--- src/hdl/volume_block_average_shrink_macros.svh ---
// Assertion macros for the volume block averaging block.
// Included by the top level; relies on i_clk and i_rst_n in the including scope.
`ifndef VOLUME_BLOCK_AVERAGE_SHRINK_MACROS_SVH
`define VOLUME_BLOCK_AVERAGE_SHRINK_MACROS_SVH

// Same-cycle implication, checked outside reset.
`define VBAS_ASSERT_NOW(label, ante, cons) \
    label: assert property (@(posedge i_clk) disable iff (!i_rst_n) (ante) |-> (cons)) \
        else $error("volume block average: same-cycle check failed");

// Next-cycle implication, checked outside reset.
`define VBAS_ASSERT_NEXT(label, ante, cons) \
    label: assert property (@(posedge i_clk) disable iff (!i_rst_n) (ante) |=> (cons)) \
        else $error("volume block average: next-cycle check failed");

`endif

--- src/hdl/vbas_pkg.sv ---
// Shared types, constants and helper functions of the volume block averaging block.
// Used by every module of the block except vbas_ram; depends on nothing.
`default_nettype none

package vbas_pkg;

    // Size limits of the block.
    localparam int MAX_SIZE    = 1024;
    localparam int MAX_FACTOR  = 16;
    localparam int SAMPLE_BITS = 16;

    // Derived widths.
    localparam int POS_W     = $clog2(MAX_SIZE);
    localparam int SIZE_W    = POS_W + 1;
    localparam int INB_W     = $clog2(MAX_FACTOR);
    localparam int FAC_W     = INB_W + 1;
    localparam int SUM_W     = SAMPLE_BITS + 3 * INB_W;
    localparam int FXY_W     = 2 * INB_W + 1;
    localparam int N_W       = 3 * INB_W + 1;
    localparam int FRAC_BITS = 8;
    localparam int AVG_W     = 24;
    localparam int Q_W       = AVG_W + 1;
    localparam int DVD_W     = SUM_W + FRAC_BITS + 1;
    localparam int STEP_W    = $clog2(DVD_W);
    localparam int OUT_DATA_W = ((AVG_W + 3 * POS_W + 7) / 8) * 8;
    localparam int IN_DATA_W  = ((SAMPLE_BITS + 7) / 8) * 8;

    // Configuration port.
    localparam int APB_ADDR_W = 5;
    localparam int APB_DATA_W = 32;
    localparam int REG_IDX_W  = 3;

    localparam logic [REG_IDX_W-1:0] REG_FACTOR_X = 3'd0;
    localparam logic [REG_IDX_W-1:0] REG_FACTOR_Y = 3'd1;
    localparam logic [REG_IDX_W-1:0] REG_FACTOR_Z = 3'd2;
    localparam logic [REG_IDX_W-1:0] REG_SIZE_X   = 3'd3;
    localparam logic [REG_IDX_W-1:0] REG_SIZE_Y   = 3'd4;
    localparam logic [REG_IDX_W-1:0] REG_SIZE_Z   = 3'd5;

    // Controller states.
    typedef enum logic [1:0] {
        ST_IDLE,
        ST_ACCUM,
        ST_DIV,
        ST_EMIT
    } t_state;

    // Effective configuration seen by the datapath.
    typedef struct packed {
        logic [FAC_W-1:0]  fac_x;
        logic [FAC_W-1:0]  fac_y;
        logic [FAC_W-1:0]  fac_z;
        logic [SIZE_W-1:0] size_x;
        logic [SIZE_W-1:0] size_y;
        logic [SIZE_W-1:0] size_z;
        logic              restart;
    } t_cfg;

    // Commands from the controller to the datapath.
    typedef struct packed {
        logic take;
        logic accum;
        logic div_step;
        logic emit;
    } t_dp_cmd;

    // Status from the datapath to the controller.
    typedef struct packed {
        logic voxel_ok;
        logic blk_last;
        logic div_last;
        logic out_free;
    } t_dp_status;

    // A zero factor counts as one; larger factors saturate.
    function automatic logic [FAC_W-1:0] eff_factor(input logic [FAC_W-1:0] f);
        logic [FAC_W-1:0] r;
        if (f == '0) begin
            r = FAC_W'(1);
        end else if (f > FAC_W'(MAX_FACTOR)) begin
            r = FAC_W'(MAX_FACTOR);
        end else begin
            r = f;
        end
        return r;
    endfunction

    // A zero size counts as one; larger sizes saturate.
    function automatic logic [SIZE_W-1:0] eff_size(input logic [SIZE_W-1:0] s);
        logic [SIZE_W-1:0] r;
        if (s == '0) begin
            r = SIZE_W'(1);
        end else if (s > SIZE_W'(MAX_SIZE)) begin
            r = SIZE_W'(MAX_SIZE);
        end else begin
            r = s;
        end
        return r;
    endfunction

endpackage

`default_nettype wire

--- src/hdl/vbas_ctrl.sv ---
// Controller state machine: sequences take, accumulate, divide and emit.
// Depends on vbas_pkg.
`default_nettype none

module vbas_ctrl (
    input  wire logic            i_clk,
    input  wire logic            i_rst_n,
    input  wire logic            i_in_valid,
    input  vbas_pkg::t_dp_status i_status,
    output logic                 o_in_ready,
    output vbas_pkg::t_dp_cmd    o_cmd
);

    vbas_pkg::t_state r_state, n_state;

    // State register.
    always_ff @(posedge i_clk) begin
        if (!i_rst_n) begin
            r_state <= vbas_pkg::ST_IDLE;
        end else begin
            r_state <= n_state;
        end
    end

    // Next state. Dropped voxels stay in idle.
    always_comb begin
        n_state = r_state;
        case (r_state)
            vbas_pkg::ST_IDLE: begin
                if (i_in_valid && i_status.voxel_ok) begin
                    n_state = vbas_pkg::ST_ACCUM;
                end
            end
            vbas_pkg::ST_ACCUM: begin
                n_state = i_status.blk_last ? vbas_pkg::ST_DIV : vbas_pkg::ST_IDLE;
            end
            vbas_pkg::ST_DIV: begin
                if (i_status.div_last) begin
                    n_state = vbas_pkg::ST_EMIT;
                end
            end
            vbas_pkg::ST_EMIT: begin
                if (i_status.out_free) begin
                    n_state = vbas_pkg::ST_IDLE;
                end
            end
            default: n_state = vbas_pkg::ST_IDLE;
        endcase
    end

    // Outputs.
    always_comb begin
        o_in_ready     = 1'b0;
        o_cmd.take     = 1'b0;
        o_cmd.accum    = 1'b0;
        o_cmd.div_step = 1'b0;
        o_cmd.emit     = 1'b0;
        case (r_state)
            vbas_pkg::ST_IDLE: begin
                o_in_ready = 1'b1;
                o_cmd.take = i_in_valid;
            end
            vbas_pkg::ST_ACCUM: o_cmd.accum    = 1'b1;
            vbas_pkg::ST_DIV:   o_cmd.div_step = 1'b1;
            vbas_pkg::ST_EMIT:  o_cmd.emit     = i_status.out_free;
            default: ;
        endcase
    end

endmodule

`default_nettype wire

--- config.mk ---
export PLATFORM = sky130hd
export DESIGN_NAME = vbas_ctrl
export DESIGN_NICKNAME = d
export VERILOG_FILES = /design/src/hdl/volume_block_average_shrink_macros.svh /design/src/hdl/vbas_pkg.sv /design/src/hdl/vbas_ctrl.sv
export SDC_FILE = /design/constraint.sdc
export NUM_CORES = 1
export LEC_CHECK = 0
export ABC_CLOCK_PERIOD_IN_PS = 1050
export BUFFER_PORTS_ARGS = -buffer_cell sky130_fd_sc_hd__buf_2
export CORE_AREA = 2 2 39 41
export DETAILED_ROUTE_END_ITERATION = 8
export DIE_AREA = 0 0 41 43
export GPL_ROUTABILITY_DRIVEN = 0
export REMOVE_ABC_BUFFERS = 1
export SYNTH_ARGS = -nofsm -noshare
export SYNTH_HDL_FRONTEND = slang
export SYNTH_SLANG_ARGS = --single-unit
--- constraint.sdc ---
create_clock -name i_clk -period 1.05 [get_ports i_clk]
set_input_delay 0.0525 -clock i_clk [delete_from_list [all_inputs] [get_ports i_clk]]
set_output_delay 0.0525 -clock i_clk [all_outputs]
set_load 0.01 [all_outputs]
# Word-level counts from Yosys, hierarchy flattened
# Cells that the tools add are included.
# W data, S select, Z words.
# totals
regBits	2
in_bits	7
output_inout_bits	5
elab_cells	20
# classes
n_eq_ne	6
n_mux	10
n_reduce_logical	3
# ops
operator	n
$mux W2	4
$pmux W2 S4	1
$ne A2 B2 Y1 const B	3
$mux W1	5
$eq A2 B2 Y1 const B	2
$reduce_and A3 Y1	1
$eq A2 B1 Y1 const B	1
$logic_not A2 Y1	1
$logic_and A1 B1 Y1	1

# Logic depth before layout (Yosys ltp)
# depth
word_depth	3
mapped_depth	3
mapped_depth_nobuf	3

# Worst setup path after synthesis
# OpenSTA, ideal clock, no wires.
# synth_path
path_type	reg-to-output
startpoint	register with a tool-made name
endpoint	output o_cmd[3] (netlist name)
arrival_ns	0.799
required_ns	0.998
setup_slack_ns	0.198
path_stages_with_launch	3
n_path_buf	0
cell_sequence	dfxtp_1 > nor2_1 > and2_1
# synth_lines
item	line	rtl
end: declaration	vbas_ctrl.sv:11	output vbas_pkg::t_dp_cmd o_cmd

==> out/results.txt <==
outcome = finished clean
Least-Margin Pin Slew = 0.166 ns
Synth area leaders = dfxtp_1, nor2b_4, mux2i_1, and2b_2, a22oi_1
minimum hold slack = 0.0681 ns
mapped cell area = 126 um2
aggregate global routing overflow = 0
die area = 0.00176 mm2
CP max FO = 6
Vias = 144
clock tree buffer depth = 2
Final setup viols = 0
Overall Global Routing Usage = 4.50%
Worst Hold End = r_state[0]$_SDFFE_PN0P_
worst r2r path cells = 3
crit path capture type = output port
Final Cycle Share = 95.0%
f_max = 1.00 GHz
WL final = 378 um
Min Clock Period, post-route = 0.998 ns
Total Nets Final = 38
mean post-synth cell area = 8.42 um2
Die H = 43 um
Fin Setup TNS = 0 ns
DR WL/cell = 8.40 um
leak pwr = 0.119 nW
sequential area share after synthesis = 31.7%
share of post-route cells with drive strength above 1 = 72.4%
Clock Latency Late Sink = 0.23 ns
yosys warns = 0
area delta synth->final = 96.0%
CTS root buf = clkbuf_4
leading cell type in the layout, fill and taps excluded = buf_2
largest net degree at the start of global routing = 7
hold buffer count at cts = 0
Pwr Total = 0.000316 W
Final Non-Filler Cells = 45
Die X = 41 um
# diodes = 0
post-synth top area share = 31.7%
drt first pass iters = 3
commonest non-fill, non-tap cells in the layout = buf_2, clkbuf_4, nand2_1, dfxtp_4
CTS tree = yes
Rows = 14
RSZ-0062 raised after global routing = no
hpwl dp = 278 um
max-cap viol count = 0
Buffers on Ports = 11
vias per inst = 3.20
Hold Crit Class = primary input to register
Synth area leader = dfxtp_1
synthesized flop and latch total = 2
drt drc = 0
worst reg-to-reg setup slack = 0.20 ns
Hold Startpoint = i_status[3]
cts bufs inserted = 3
Pwr Density = 1280 mW/mm2
first-pass GRT wire length = 469 um
Detailed Route Iter0 Violations = 2
Critical Path AT = 0.95 ns
vias in the first global route = 120
Core Footprint = 0.00138 mm2
Setup crit start kind = register
Syn Inst Count = 15
Antenna Nets Post-Route = 0
Worst Hold Depth = 3
CTS H-Tree Depth = 1
CP Class = register to output port
final slew viol count = 0
required time worst endpoint = 1.00 ns
synth unique cells = 13
pre-CTS WS = 0.157 ns
endpoints failing hold = 0
worst reg2reg path startpoint = r_state[0]$_SDFFE_PN0P_
worst vdd ir = 310 uV
Worst slew margin = 88.9%
worst setup margin = 0.0521 ns
initial antenna violation count = 0
worst clock skew = 0.00369 ns
placed cell count = 42
clock sinks = 2
CTS clk-pin slew, worst paths = 0.03 ns
Initial Utilization = 9.13%
post-CTS setup buffer count = 0
I/O pin count = 12
==> how the worst max path moves through the flow <==
stage / from / end / slack, ns / cells after the start
final: r_state[0]$_SDFFE_PN0P_ / o_cmd[1] / 0.05 / 2
after global routing: r_state[0]$_SDFFE_PN0P_ / o_cmd[1] / 0.02 / 2
after CTS: register / o_cmd[3] / 0.02 / 3
after detailed placement: register / register / 0.16 / 3
after global placement: register / register / 0.16 / 3
after floorplan: register / o_cmd[3] / 0.20 / 2
==> worst max-delay path: stages, from the launching register on <==
cell	delay, ns
dfxtp_4	0.38
and2b_2	0.21
buf_2	0.13
==> final cells by class <==
| type | count | area [um2] |
|---|---|---|
| Multi-Input combinational cell | 12 | 92.6 |
| Clock buffer | 3 | 22.5 |
| Timing Repair Buffer | 11 | 61.3 |
| Inverter | 1 | 3.75 |
| Sequential cell | 2 | 47.5 |
| Tap cell | 16 | 20.0 |
| Fill cell | 159 | 1140 |
==> kinds of logic (layout without fill, tap and decap cells) <==
family | after synthesis | after routing | synth area share (%)
AO/OA/AOI/OAI | 2 | 2 | 9.90
buffers and inverters | 1 | 15 | 2.97
multiplexers | 1 | 1 | 7.92
AND/OR/NAND/NOR | 9 | 9 | 47.5
flip-flops | 2 | 2 | 31.7
==> layer usage <==
| layer | global-route usage [%] | up-vias | wire length, um |
|---|---|---|---|
| met4 | 4.00 | 0 | 0 |
| met3 | 3.14 | 0 | 21 |
| li1 | - | 79 | - |
| met1 | 3.50 | 62 | 121 |
| met2 | 6.88 | 3 | 235 |
| met5 | 0 | - | 0 |
==> Yosys cell counts, drive strengths merged <==
cell type / number
a22oi: 1
and2: 1
and2b: 1
and3: 1
dfxtp: 2
inv: 1
mux2i: 1
nand2: 2
nand4: 1
nor2: 1
nor2b: 2
o21ai: 1
==> repair_timing <==
| item | CTS | global route |
|---|---|---|
| pin swaps | 0 | 1 |
| setup endpoints to repair | 3 | 1 |
| resized for setup | 3 | 5 |
==> metrics by stage <==
stage                     cell area [um2]  util, %
after floorplan                       126        -
after global placement                201     14.6
after detailed placement              201     14.6
after CTS                             229     16.5
after global routing                  248     17.9
final                                 248     17.9
==> power by group <==
part | internal [W] | switching (W) | leakage (nW)
logic | 0.0000346 | 0.0000225 | 0.0874
clock network | 0.000126 | 0.0000466 | 0.0138
registers | 0.0000780 | 0.00000832 | 0.0178
total | 0.000239 | 0.0000774 | 0.119
Power figures use the tool's default switching activity.
