==> src/hdl/volume_block_average_shrink_macros.svh <==
// Assertion macros for the volume block averaging block.
// Included by the top level; relies on i_clk and i_rst_n in the including scope.
`ifndef VOLUME_BLOCK_AVERAGE_SHRINK_MACROS_SVH
`define VOLUME_BLOCK_AVERAGE_SHRINK_MACROS_SVH

// Same-cycle implication, checked outside reset.
`define VBAS_ASSERT_NOW(label, ante, cons) \
    label: assert property (@(posedge i_clk) disable iff (!i_rst_n) (ante) |-> (cons)) \
        else $error("volume block average: same-cycle check failed");

// Next-cycle implication, checked outside reset.
`define VBAS_ASSERT_NEXT(label, ante, cons) \
    label: assert property (@(posedge i_clk) disable iff (!i_rst_n) (ante) |=> (cons)) \
        else $error("volume block average: next-cycle check failed");

`endif

==> src/hdl/vbas_pkg.sv <==
// Shared types, constants and helper functions of the volume block averaging block.
// Used by every module of the block except vbas_ram; depends on nothing.
`default_nettype none

package vbas_pkg;

    // Size limits of the block.
    localparam int MAX_SIZE    = 1024;
    localparam int MAX_FACTOR  = 16;
    localparam int SAMPLE_BITS = 16;

    // Derived widths.
    localparam int POS_W     = $clog2(MAX_SIZE);
    localparam int SIZE_W    = POS_W + 1;
    localparam int INB_W     = $clog2(MAX_FACTOR);
    localparam int FAC_W     = INB_W + 1;
    localparam int SUM_W     = SAMPLE_BITS + 3 * INB_W;
    localparam int FXY_W     = 2 * INB_W + 1;
    localparam int N_W       = 3 * INB_W + 1;
    localparam int FRAC_BITS = 8;
    localparam int AVG_W     = 24;
    localparam int Q_W       = AVG_W + 1;
    localparam int DVD_W     = SUM_W + FRAC_BITS + 1;
    localparam int STEP_W    = $clog2(DVD_W);
    localparam int OUT_DATA_W = ((AVG_W + 3 * POS_W + 7) / 8) * 8;
    localparam int IN_DATA_W  = ((SAMPLE_BITS + 7) / 8) * 8;

    // Configuration port.
    localparam int APB_ADDR_W = 5;
    localparam int APB_DATA_W = 32;
    localparam int REG_IDX_W  = 3;

    localparam logic [REG_IDX_W-1:0] REG_FACTOR_X = 3'd0;
    localparam logic [REG_IDX_W-1:0] REG_FACTOR_Y = 3'd1;
    localparam logic [REG_IDX_W-1:0] REG_FACTOR_Z = 3'd2;
    localparam logic [REG_IDX_W-1:0] REG_SIZE_X   = 3'd3;
    localparam logic [REG_IDX_W-1:0] REG_SIZE_Y   = 3'd4;
    localparam logic [REG_IDX_W-1:0] REG_SIZE_Z   = 3'd5;

    // Controller states.
    typedef enum logic [1:0] {
        ST_IDLE,
        ST_ACCUM,
        ST_DIV,
        ST_EMIT
    } t_state;

    // Effective configuration seen by the datapath.
    typedef struct packed {
        logic [FAC_W-1:0]  fac_x;
        logic [FAC_W-1:0]  fac_y;
        logic [FAC_W-1:0]  fac_z;
        logic [SIZE_W-1:0] size_x;
        logic [SIZE_W-1:0] size_y;
        logic [SIZE_W-1:0] size_z;
        logic              restart;
    } t_cfg;

    // Commands from the controller to the datapath.
    typedef struct packed {
        logic take;
        logic accum;
        logic div_step;
        logic emit;
    } t_dp_cmd;

    // Status from the datapath to the controller.
    typedef struct packed {
        logic voxel_ok;
        logic blk_last;
        logic div_last;
        logic out_free;
    } t_dp_status;

    // A zero factor counts as one; larger factors saturate.
    function automatic logic [FAC_W-1:0] eff_factor(input logic [FAC_W-1:0] f);
        logic [FAC_W-1:0] r;
        if (f == '0) begin
            r = FAC_W'(1);
        end else if (f > FAC_W'(MAX_FACTOR)) begin
            r = FAC_W'(MAX_FACTOR);
        end else begin
            r = f;
        end
        return r;
    endfunction

    // A zero size counts as one; larger sizes saturate.
    function automatic logic [SIZE_W-1:0] eff_size(input logic [SIZE_W-1:0] s);
        logic [SIZE_W-1:0] r;
        if (s == '0) begin
            r = SIZE_W'(1);
        end else if (s > SIZE_W'(MAX_SIZE)) begin
            r = SIZE_W'(MAX_SIZE);
        end else begin
            r = s;
        end
        return r;
    endfunction

endpackage

`default_nettype wire

==> src/hdl/vbas_regs.sv <==
// Configuration registers behind the APB-style port, with effective value clamping.
// Depends on vbas_pkg.
`default_nettype none

module vbas_regs (
    input  wire logic                              i_clk,
    input  wire logic                              i_rst_n,
    input  wire logic                              i_psel,
    input  wire logic                              i_penable,
    input  wire logic                              i_pwrite,
    input  wire logic [vbas_pkg::APB_ADDR_W-1:0]   i_paddr,
    input  wire logic [vbas_pkg::APB_DATA_W-1:0]   i_pwdata,
    output logic      [vbas_pkg::APB_DATA_W-1:0]   o_prdata,
    output logic                                   o_pready,
    output vbas_pkg::t_cfg                         o_cfg
);

    logic [vbas_pkg::FAC_W-1:0]  r_fac_x, r_fac_y, r_fac_z;
    logic [vbas_pkg::SIZE_W-1:0] r_size_x, r_size_y, r_size_z;
    logic [vbas_pkg::REG_IDX_W-1:0] w_idx;
    logic w_write;
    logic w_known;

    assign w_idx    = i_paddr[vbas_pkg::APB_ADDR_W-1:2];
    assign w_write  = i_psel && i_penable && i_pwrite;
    assign o_pready = 1'b1;

    // Register writes; reset gives unit factors and full-size volumes.
    always_ff @(posedge i_clk) begin
        if (!i_rst_n) begin
            r_fac_x  <= vbas_pkg::FAC_W'(1);
            r_fac_y  <= vbas_pkg::FAC_W'(1);
            r_fac_z  <= vbas_pkg::FAC_W'(1);
            r_size_x <= vbas_pkg::SIZE_W'(vbas_pkg::MAX_SIZE);
            r_size_y <= vbas_pkg::SIZE_W'(vbas_pkg::MAX_SIZE);
            r_size_z <= vbas_pkg::SIZE_W'(vbas_pkg::MAX_SIZE);
        end else if (w_write) begin
            case (w_idx)
                vbas_pkg::REG_FACTOR_X: r_fac_x  <= i_pwdata[vbas_pkg::FAC_W-1:0];
                vbas_pkg::REG_FACTOR_Y: r_fac_y  <= i_pwdata[vbas_pkg::FAC_W-1:0];
                vbas_pkg::REG_FACTOR_Z: r_fac_z  <= i_pwdata[vbas_pkg::FAC_W-1:0];
                vbas_pkg::REG_SIZE_X:   r_size_x <= i_pwdata[vbas_pkg::SIZE_W-1:0];
                vbas_pkg::REG_SIZE_Y:   r_size_y <= i_pwdata[vbas_pkg::SIZE_W-1:0];
                vbas_pkg::REG_SIZE_Z:   r_size_z <= i_pwdata[vbas_pkg::SIZE_W-1:0];
                default: ;
            endcase
        end
    end

    // Read data mux and known-register decode.
    always_comb begin
        o_prdata = '0;
        w_known  = 1'b1;
        case (w_idx)
            vbas_pkg::REG_FACTOR_X: o_prdata = vbas_pkg::APB_DATA_W'(r_fac_x);
            vbas_pkg::REG_FACTOR_Y: o_prdata = vbas_pkg::APB_DATA_W'(r_fac_y);
            vbas_pkg::REG_FACTOR_Z: o_prdata = vbas_pkg::APB_DATA_W'(r_fac_z);
            vbas_pkg::REG_SIZE_X:   o_prdata = vbas_pkg::APB_DATA_W'(r_size_x);
            vbas_pkg::REG_SIZE_Y:   o_prdata = vbas_pkg::APB_DATA_W'(r_size_y);
            vbas_pkg::REG_SIZE_Z:   o_prdata = vbas_pkg::APB_DATA_W'(r_size_z);
            default:                w_known  = 1'b0;
        endcase
    end

    // Effective values; any write to a known register restarts the volume.
    always_comb begin
        o_cfg.fac_x   = vbas_pkg::eff_factor(r_fac_x);
        o_cfg.fac_y   = vbas_pkg::eff_factor(r_fac_y);
        o_cfg.fac_z   = vbas_pkg::eff_factor(r_fac_z);
        o_cfg.size_x  = vbas_pkg::eff_size(r_size_x);
        o_cfg.size_y  = vbas_pkg::eff_size(r_size_y);
        o_cfg.size_z  = vbas_pkg::eff_size(r_size_z);
        o_cfg.restart = w_write && w_known;
    end

endmodule

`default_nettype wire

==> config.mk <==
export PLATFORM = sky130hd
export DESIGN_NAME = vbas_regs
export DESIGN_NICKNAME = d
export VERILOG_FILES = /design/src/hdl/volume_block_average_shrink_macros.svh /design/src/hdl/vbas_pkg.sv /design/src/hdl/vbas_regs.sv
export SDC_FILE = /design/constraint.sdc
export NUM_CORES = 1
export LEC_CHECK = 0
export BUFFER_PORTS_ARGS = -buffer_cell sky130_fd_sc_hd__buf_4
export CORE_MARGIN = 4
export CORE_UTILIZATION = 30
export CTS_CLUSTER_DIAMETER = 30
export DETAILED_ROUTE_END_ITERATION = 8
export RECOVER_POWER = 50
export SETUP_SLACK_MARGIN = 0.2
export SYNTH_ARGS = -nofsm -noshare
export SYNTH_HDL_FRONTEND = slang
export SYNTH_SLANG_ARGS = --single-unit
==> constraint.sdc <==
create_clock -name i_clk -period 1.82 [get_ports i_clk]
set_input_delay 0.364 -clock i_clk [delete_from_list [all_inputs] [get_ports i_clk]]
set_output_delay 0.364 -clock i_clk [all_outputs]
set_load 0.01 [all_outputs]
**After elaboration in Yosys (flattened, before gate mapping)**

Index checks and enable logic that the tools add are counted.

- Register bits after elaboration: 48
- Output and inout port bits: 82

- Order comparisons: 6
- Equal/unequal tests: 5
- Multiplexer cells: 14
- Reductions and logical operators: 17

Operator list:

| cell | count |
|---|---|
| two-way mux 11 bit | 6 |
| one-hot mux 11 bit (6 select lines) | 1 |
| > comparator 11 bit, second input constant | 3 |
| logical NOT 11 bit | 3 |
| two-way mux 5 bit | 6 |
| > comparator 5 bit, second input constant | 3 |
| logical NOT 5 bit | 3 |
| AND reduction 2 bit | 6 |
| equality test 3 x 2 -> 1 bit, second input constant | 2 |
| equality test 3 bit, second input constant | 2 |
| OR reduction 6 bit | 1 |
| equality test 3 x 1 -> 1 bit, second input constant | 1 |
| logical AND 1 bit | 3 |
| logical NOT 3 bit | 1 |
| two-way mux 1 bit | 1 |

**Depth between registers and ports, before layout**

- Depth in word-level cells: 4
- Depth in mapped cells: 5
- Mapped depth without buffers: 3

**Worst setup path after synthesis**

OpenSTA, ideal clock, no wires.

- Path kind: input to output
- Start point: input i_paddr[2] in the netlist's numbering
- End point: output o_prdata[10] in the netlist's numbering
- Data arrival time: 1.282 ns
- Required time: 1.456 ns
- Path slack: 0.174 ns
- Stages on the path: 5
- Buffers on the path: 2
- Cell sequence: buf_4 > buf_2 > inv_1 > nor2_1 > o2bb2ai_1

- Word-level cells in the longest chain between the ends: 2
- Elaborated cells on any way between the ends: 7
- Those cells by class: eq/ne (5); mux (1); reduce/logical (1)

Ends and longest elaborated chain:

| element | RTL line | text |
|---|---|---|
| from (decl) | vbas_regs.sv:11 | `input wire logic [vbas_pkg::APB_ADDR_W-1:0] i_paddr,` |
| equality test 3 bit (tied with other cells) | vbas_regs.sv:54 | `case (w_idx)` |
| one-hot mux 11 bit (6 select lines) (*) | vbas_regs.sv:54 |  |
| to (decl) | vbas_regs.sv:13 | `output logic [vbas_pkg::APB_DATA_W-1:0] o_prdata,` |

Mark *: on every way between the ends. The rest lies on a longest branch, timed or not.

**Worst setup path in the final report**

- Start point: input i_paddr[3] in the netlist's numbering
- End point: register r_size_y[7] in the netlist's numbering

- Word-level cells in the longest chain between the ends: 2

Ends and longest elaborated chain:

| element | RTL line | text |
|---|---|---|
| equality test 3 bit | vbas_regs.sv:38 | `case (w_idx)` |
| AND reduction 2 bit (no source line) | - |  |
| to (signal assigned) | vbas_regs.sv:35 | `r_size_y <= vbas_pkg::SIZE_W'(vbas_pkg::MAX_SIZE);` |
| to (signal assigned) | vbas_regs.sv:43 | `vbas_pkg::REG_SIZE_Y: r_size_y <= i_pwdata[vbas_pkg::SIZE_W-1:0];` |
| to (decl) | vbas_regs.sv:19 | `logic [vbas_pkg::SIZE_W-1:0] r_size_x, r_size_y, r_size_z;` |

No other way between the ends.
A chain may end at the register's enable or synchronous reset.

==> results.json <==
{
  "finalSetupViolCount": 0,
  "drc_errors": 0,
  "fin_cells": 517,
  "cts_sinks": 48,
  "port_buffers": 78,
  "reg2reg_depth": 3,
  "finalCritPeriodShare_pct": 95.61,
  "cts_made_buffers": 5,
  "crit_cells": 6,
  "yosys.cell_types.count": 32,
  "hp-class": "in2reg",
  "track_usage_pct": 15.11,
  "cp_num_buf_inv": 3,
  "die_h_um": 104.0,
  "synth_top_area_cell": "dfxtp_1",
  "dieArea_um2": 10820,
  "slowest_delay_ps": 620,
  "syn-cell-area_um2": 2766,
  "synthCells": 320,
  "irDropWorstVdd_v": 0.0003545,
  "routed_via_density": 4.832,
  "criticalPathCategory": "in2reg",
  "htreeDepth": 2,
  "hold_violations": 0,
  "drv_slew": 0,
  "cp_slowest_cell": "clkbuf_1",
  "ios": 124,
  "fmax_ghz": 0.5747,
  "synth_area_leaders": "dfxtp_1 35%, mux2i_1 24%, nor2b_1 8.6%",
  "tightest_slew_ps": 826.4,
  "drt-initial-drc-count": 98,
  "relSlewSlack_pct": 44.91,
  "core_um2": 8848,
  "path_clk_slew_ps": 100,
  "ant_nets": 0,
  "vias": 2498,
  "hold-path-cell-count": 3,
  "die_x_um": 104.0,
  "finClkSkew_ps": 0,
  "dpl.hpwl_um": 6106,
  "setup_tns_ps": 0,
  "clkPwrFrac_pct": 41.9,
  "ys_seq_area_share_pct": 34.74,
  "max-cap-violations": 0,
  "postCtsHoldBufs": 0,
  "drive_gt1_share_pct": 35.21,
  "antenna_found_initial": 0,
  "gp_congestion": 0.7986,
  "cp.required_ps": 2050,
  "clkLatencyLatePin_ps": 300,
  "status": "completed",
  "netlist.area_leader.share_pct": 34.74,
  "grt.overflow.total": 0,
  "worstPathCellList": "buf_2 -> nand2b_4 -> buf_4 -> nor3_1 -> clkbuf_1 -> mux2i_1",
  "yosys_register_bits": 48,
  "cp.arrival_ps": 1970,
  "cts_root_buffer": "clkbuf_8",
  "antennaDiodeCount": 0,
  "cts_tree": "built",
  "power_frac_comb_pct": 10.5,
  "leakage_nw": 1.599,
  "placed_cells": 492,
  "min_period_ps": 1740,
  "rows": 34,
  "start_util_pct": 31.26,
  "seq_power_share_pct": 47.5,
  "rsz0062_at_grt": "true",
  "worst_hold_slack_ps": 351.3,
  "synth.avg_cell_area_um2": 8.645,
  "wl_per_cell_um": 16.20,
  "nNetsFinal": 450,
  "power.internal_mw": 1.704,
  "p_sw_share_pct": 24.07,
  "dr.pass1.iters": 4,
  "power_density_nw_per_um2": 600.4,
  "switchingPower_mw": 0.5404,
  "area_growth_pct": 35.14,
  "crit_fanout": 11,
  "grt_pass1_wl_um": 13350,
  "grt_max_degree": 20,
  "crit_family": "buffers and inverters",
  "grt_pass1_vias": 2473,
  "routed_wl_um": 8374,
  "cts_buffer_depth": 2,
  "cp-end-kind": "register",
  "yosys_warnings": 0,
  "cp-start-kind": "input pin"
}
## power by group through the flow
stage / Clock (mW) / Combinational (mW) / Sequential (mW)
floorplan: 0 / 0.172 / 1.09
global placement: 0 / 0.220 / 1.09
detailed placement: 0 / 0.222 / 1.09
CTS: 0.955 / 0.234 / 1.07
global route: 1.01 / 0.256 / 1.07
finish: 0.942 / 0.237 / 1.07
## sequential cells by signal, summed over array words and instances, names as in the netlist
name / flops
r_fac_y: 5
r_fac_x: 5
r_fac_z: 5
r_size_z: 11
r_size_y: 11
r_size_x: 11
## worst min-delay path: cells and delay by family
family | cells | cell delay [ps]
mux | 1 | 110
buf+inv | 1 | 80
simple gates | 1 | 60
## what timing repair did
item,in CTS,in global routing
cloned,0,0
buffers inserted,13,4
setup endpoints to repair,23,16
pin swaps,7,10
gates resized for setup,35,21
## synthesized netlist by cell type
library cell  number
a21oi_1            1
inv_1              4
nor3_1             7
buf_6              1
nand3_2            1
buf_4             25
or3_1              5
o31ai_1            1
or4_4              1
o22ai_1            1
o21a_1             1
nand4_2            1
o2bb2ai_1          6
buf_2              6
a31oi_1            3
clkbuf_1          17
dfxtp_1           48
nor3_2             1
nand2b_1           2
nand2_1           52
nor2_4             1
o311ai_0           1
nor2_1            15
o211ai_1           2
nor2b_1           38
nor4_1             3
o221ai_1           5
mux2i_1           65
o21ai_0            2
conb_1             2
nor3_4             1
or2_1              1
## per-layer routing
metal	global-route usage, %	part of all wire (%)
met1	19.76	46
met2	24.09	47
met3	4.097	5.7
met4	4.938	1.5
met5	0	0
## cells in the final DEF, fill, tap and decap left out, types with 2 or more instances in the layout
| cell | synthesis | layout |
|---|---|---|
| o21ai_0 | 2 | 2 |
| buf_6 | 1 | 4 |
| o2bb2ai_1 | 6 | 5 |
| o221ai_2 | 0 | 5 |
| nor4_4 | 0 | 2 |
| buf_4 | 25 | 89 |
| nor3_1 | 7 | 2 |
| nor2_1 | 15 | 15 |
| or3_1 | 5 | 5 |
| a31oi_1 | 3 | 3 |
| mux2i_1 | 65 | 64 |
| bufinv_16 | 0 | 2 |
| nand2b_4 | 0 | 2 |
| nor3_2 | 1 | 7 |
| dfxtp_1 | 48 | 29 |
| nor2b_1 | 38 | 38 |
| o211ai_1 | 2 | 2 |
| clkbuf_1 | 17 | 13 |
| clkbuf_8 | 0 | 5 |
| dfxtp_2 | 0 | 18 |
| conb_1 | 2 | 22 |
| nand2_1 | 52 | 52 |
| inv_1 | 4 | 4 |
## stage by stage
step                power, mW  util [%]  instance area [um^2]  setup slack, ps
floorplan               1.260         -                  2844            234.1
global placement        1.313     38.45                  3402            61.24
detailed placement      1.315     38.45                  3402            23.52
CTS                     2.255     42.28                  3741            90.48
global route            2.336     42.25                  3739           -12.60
finish                  2.245     42.25                  3739            79.94
## cell families after synthesis
family	share of synthesized area [%]
buffers and inverters	11.13
multiplexers	23.52
AND/OR/NAND/NOR	24.02
AO/OA/AOI/OAI	6.332
other	0.2715
flip-flops	34.74
## final cells by class
type                       count  area [um^2]
fill                         898         5110
multi-input combinational    239         1669
sequential                    48        987.2
timing repair buffer         110        794.5
tap                          108        135.1
clock buffer                   5        68.82
clock inverter                 3        68.82
inverter                       4        15.01
## final timing paths
kind / startpoint / endpoint / slack (ps)
worst max register to register: r_size_y[10]$_SDFFE_PN1P_ / r_size_y[10]$_SDFFE_PN1P_ / 900
worst min register to register: r_size_z[4]$_SDFFE_PN0P_ / r_size_z[4]$_SDFFE_PN0P_ / 480
worst min-delay path: i_pwdata[5] / r_size_z[5]$_SDFFE_PN0P_ / 350
worst max-delay path: i_paddr[3] / r_size_y[7]$_SDFFE_PN0P_ / 80
(Power assumes the default switching activity.)
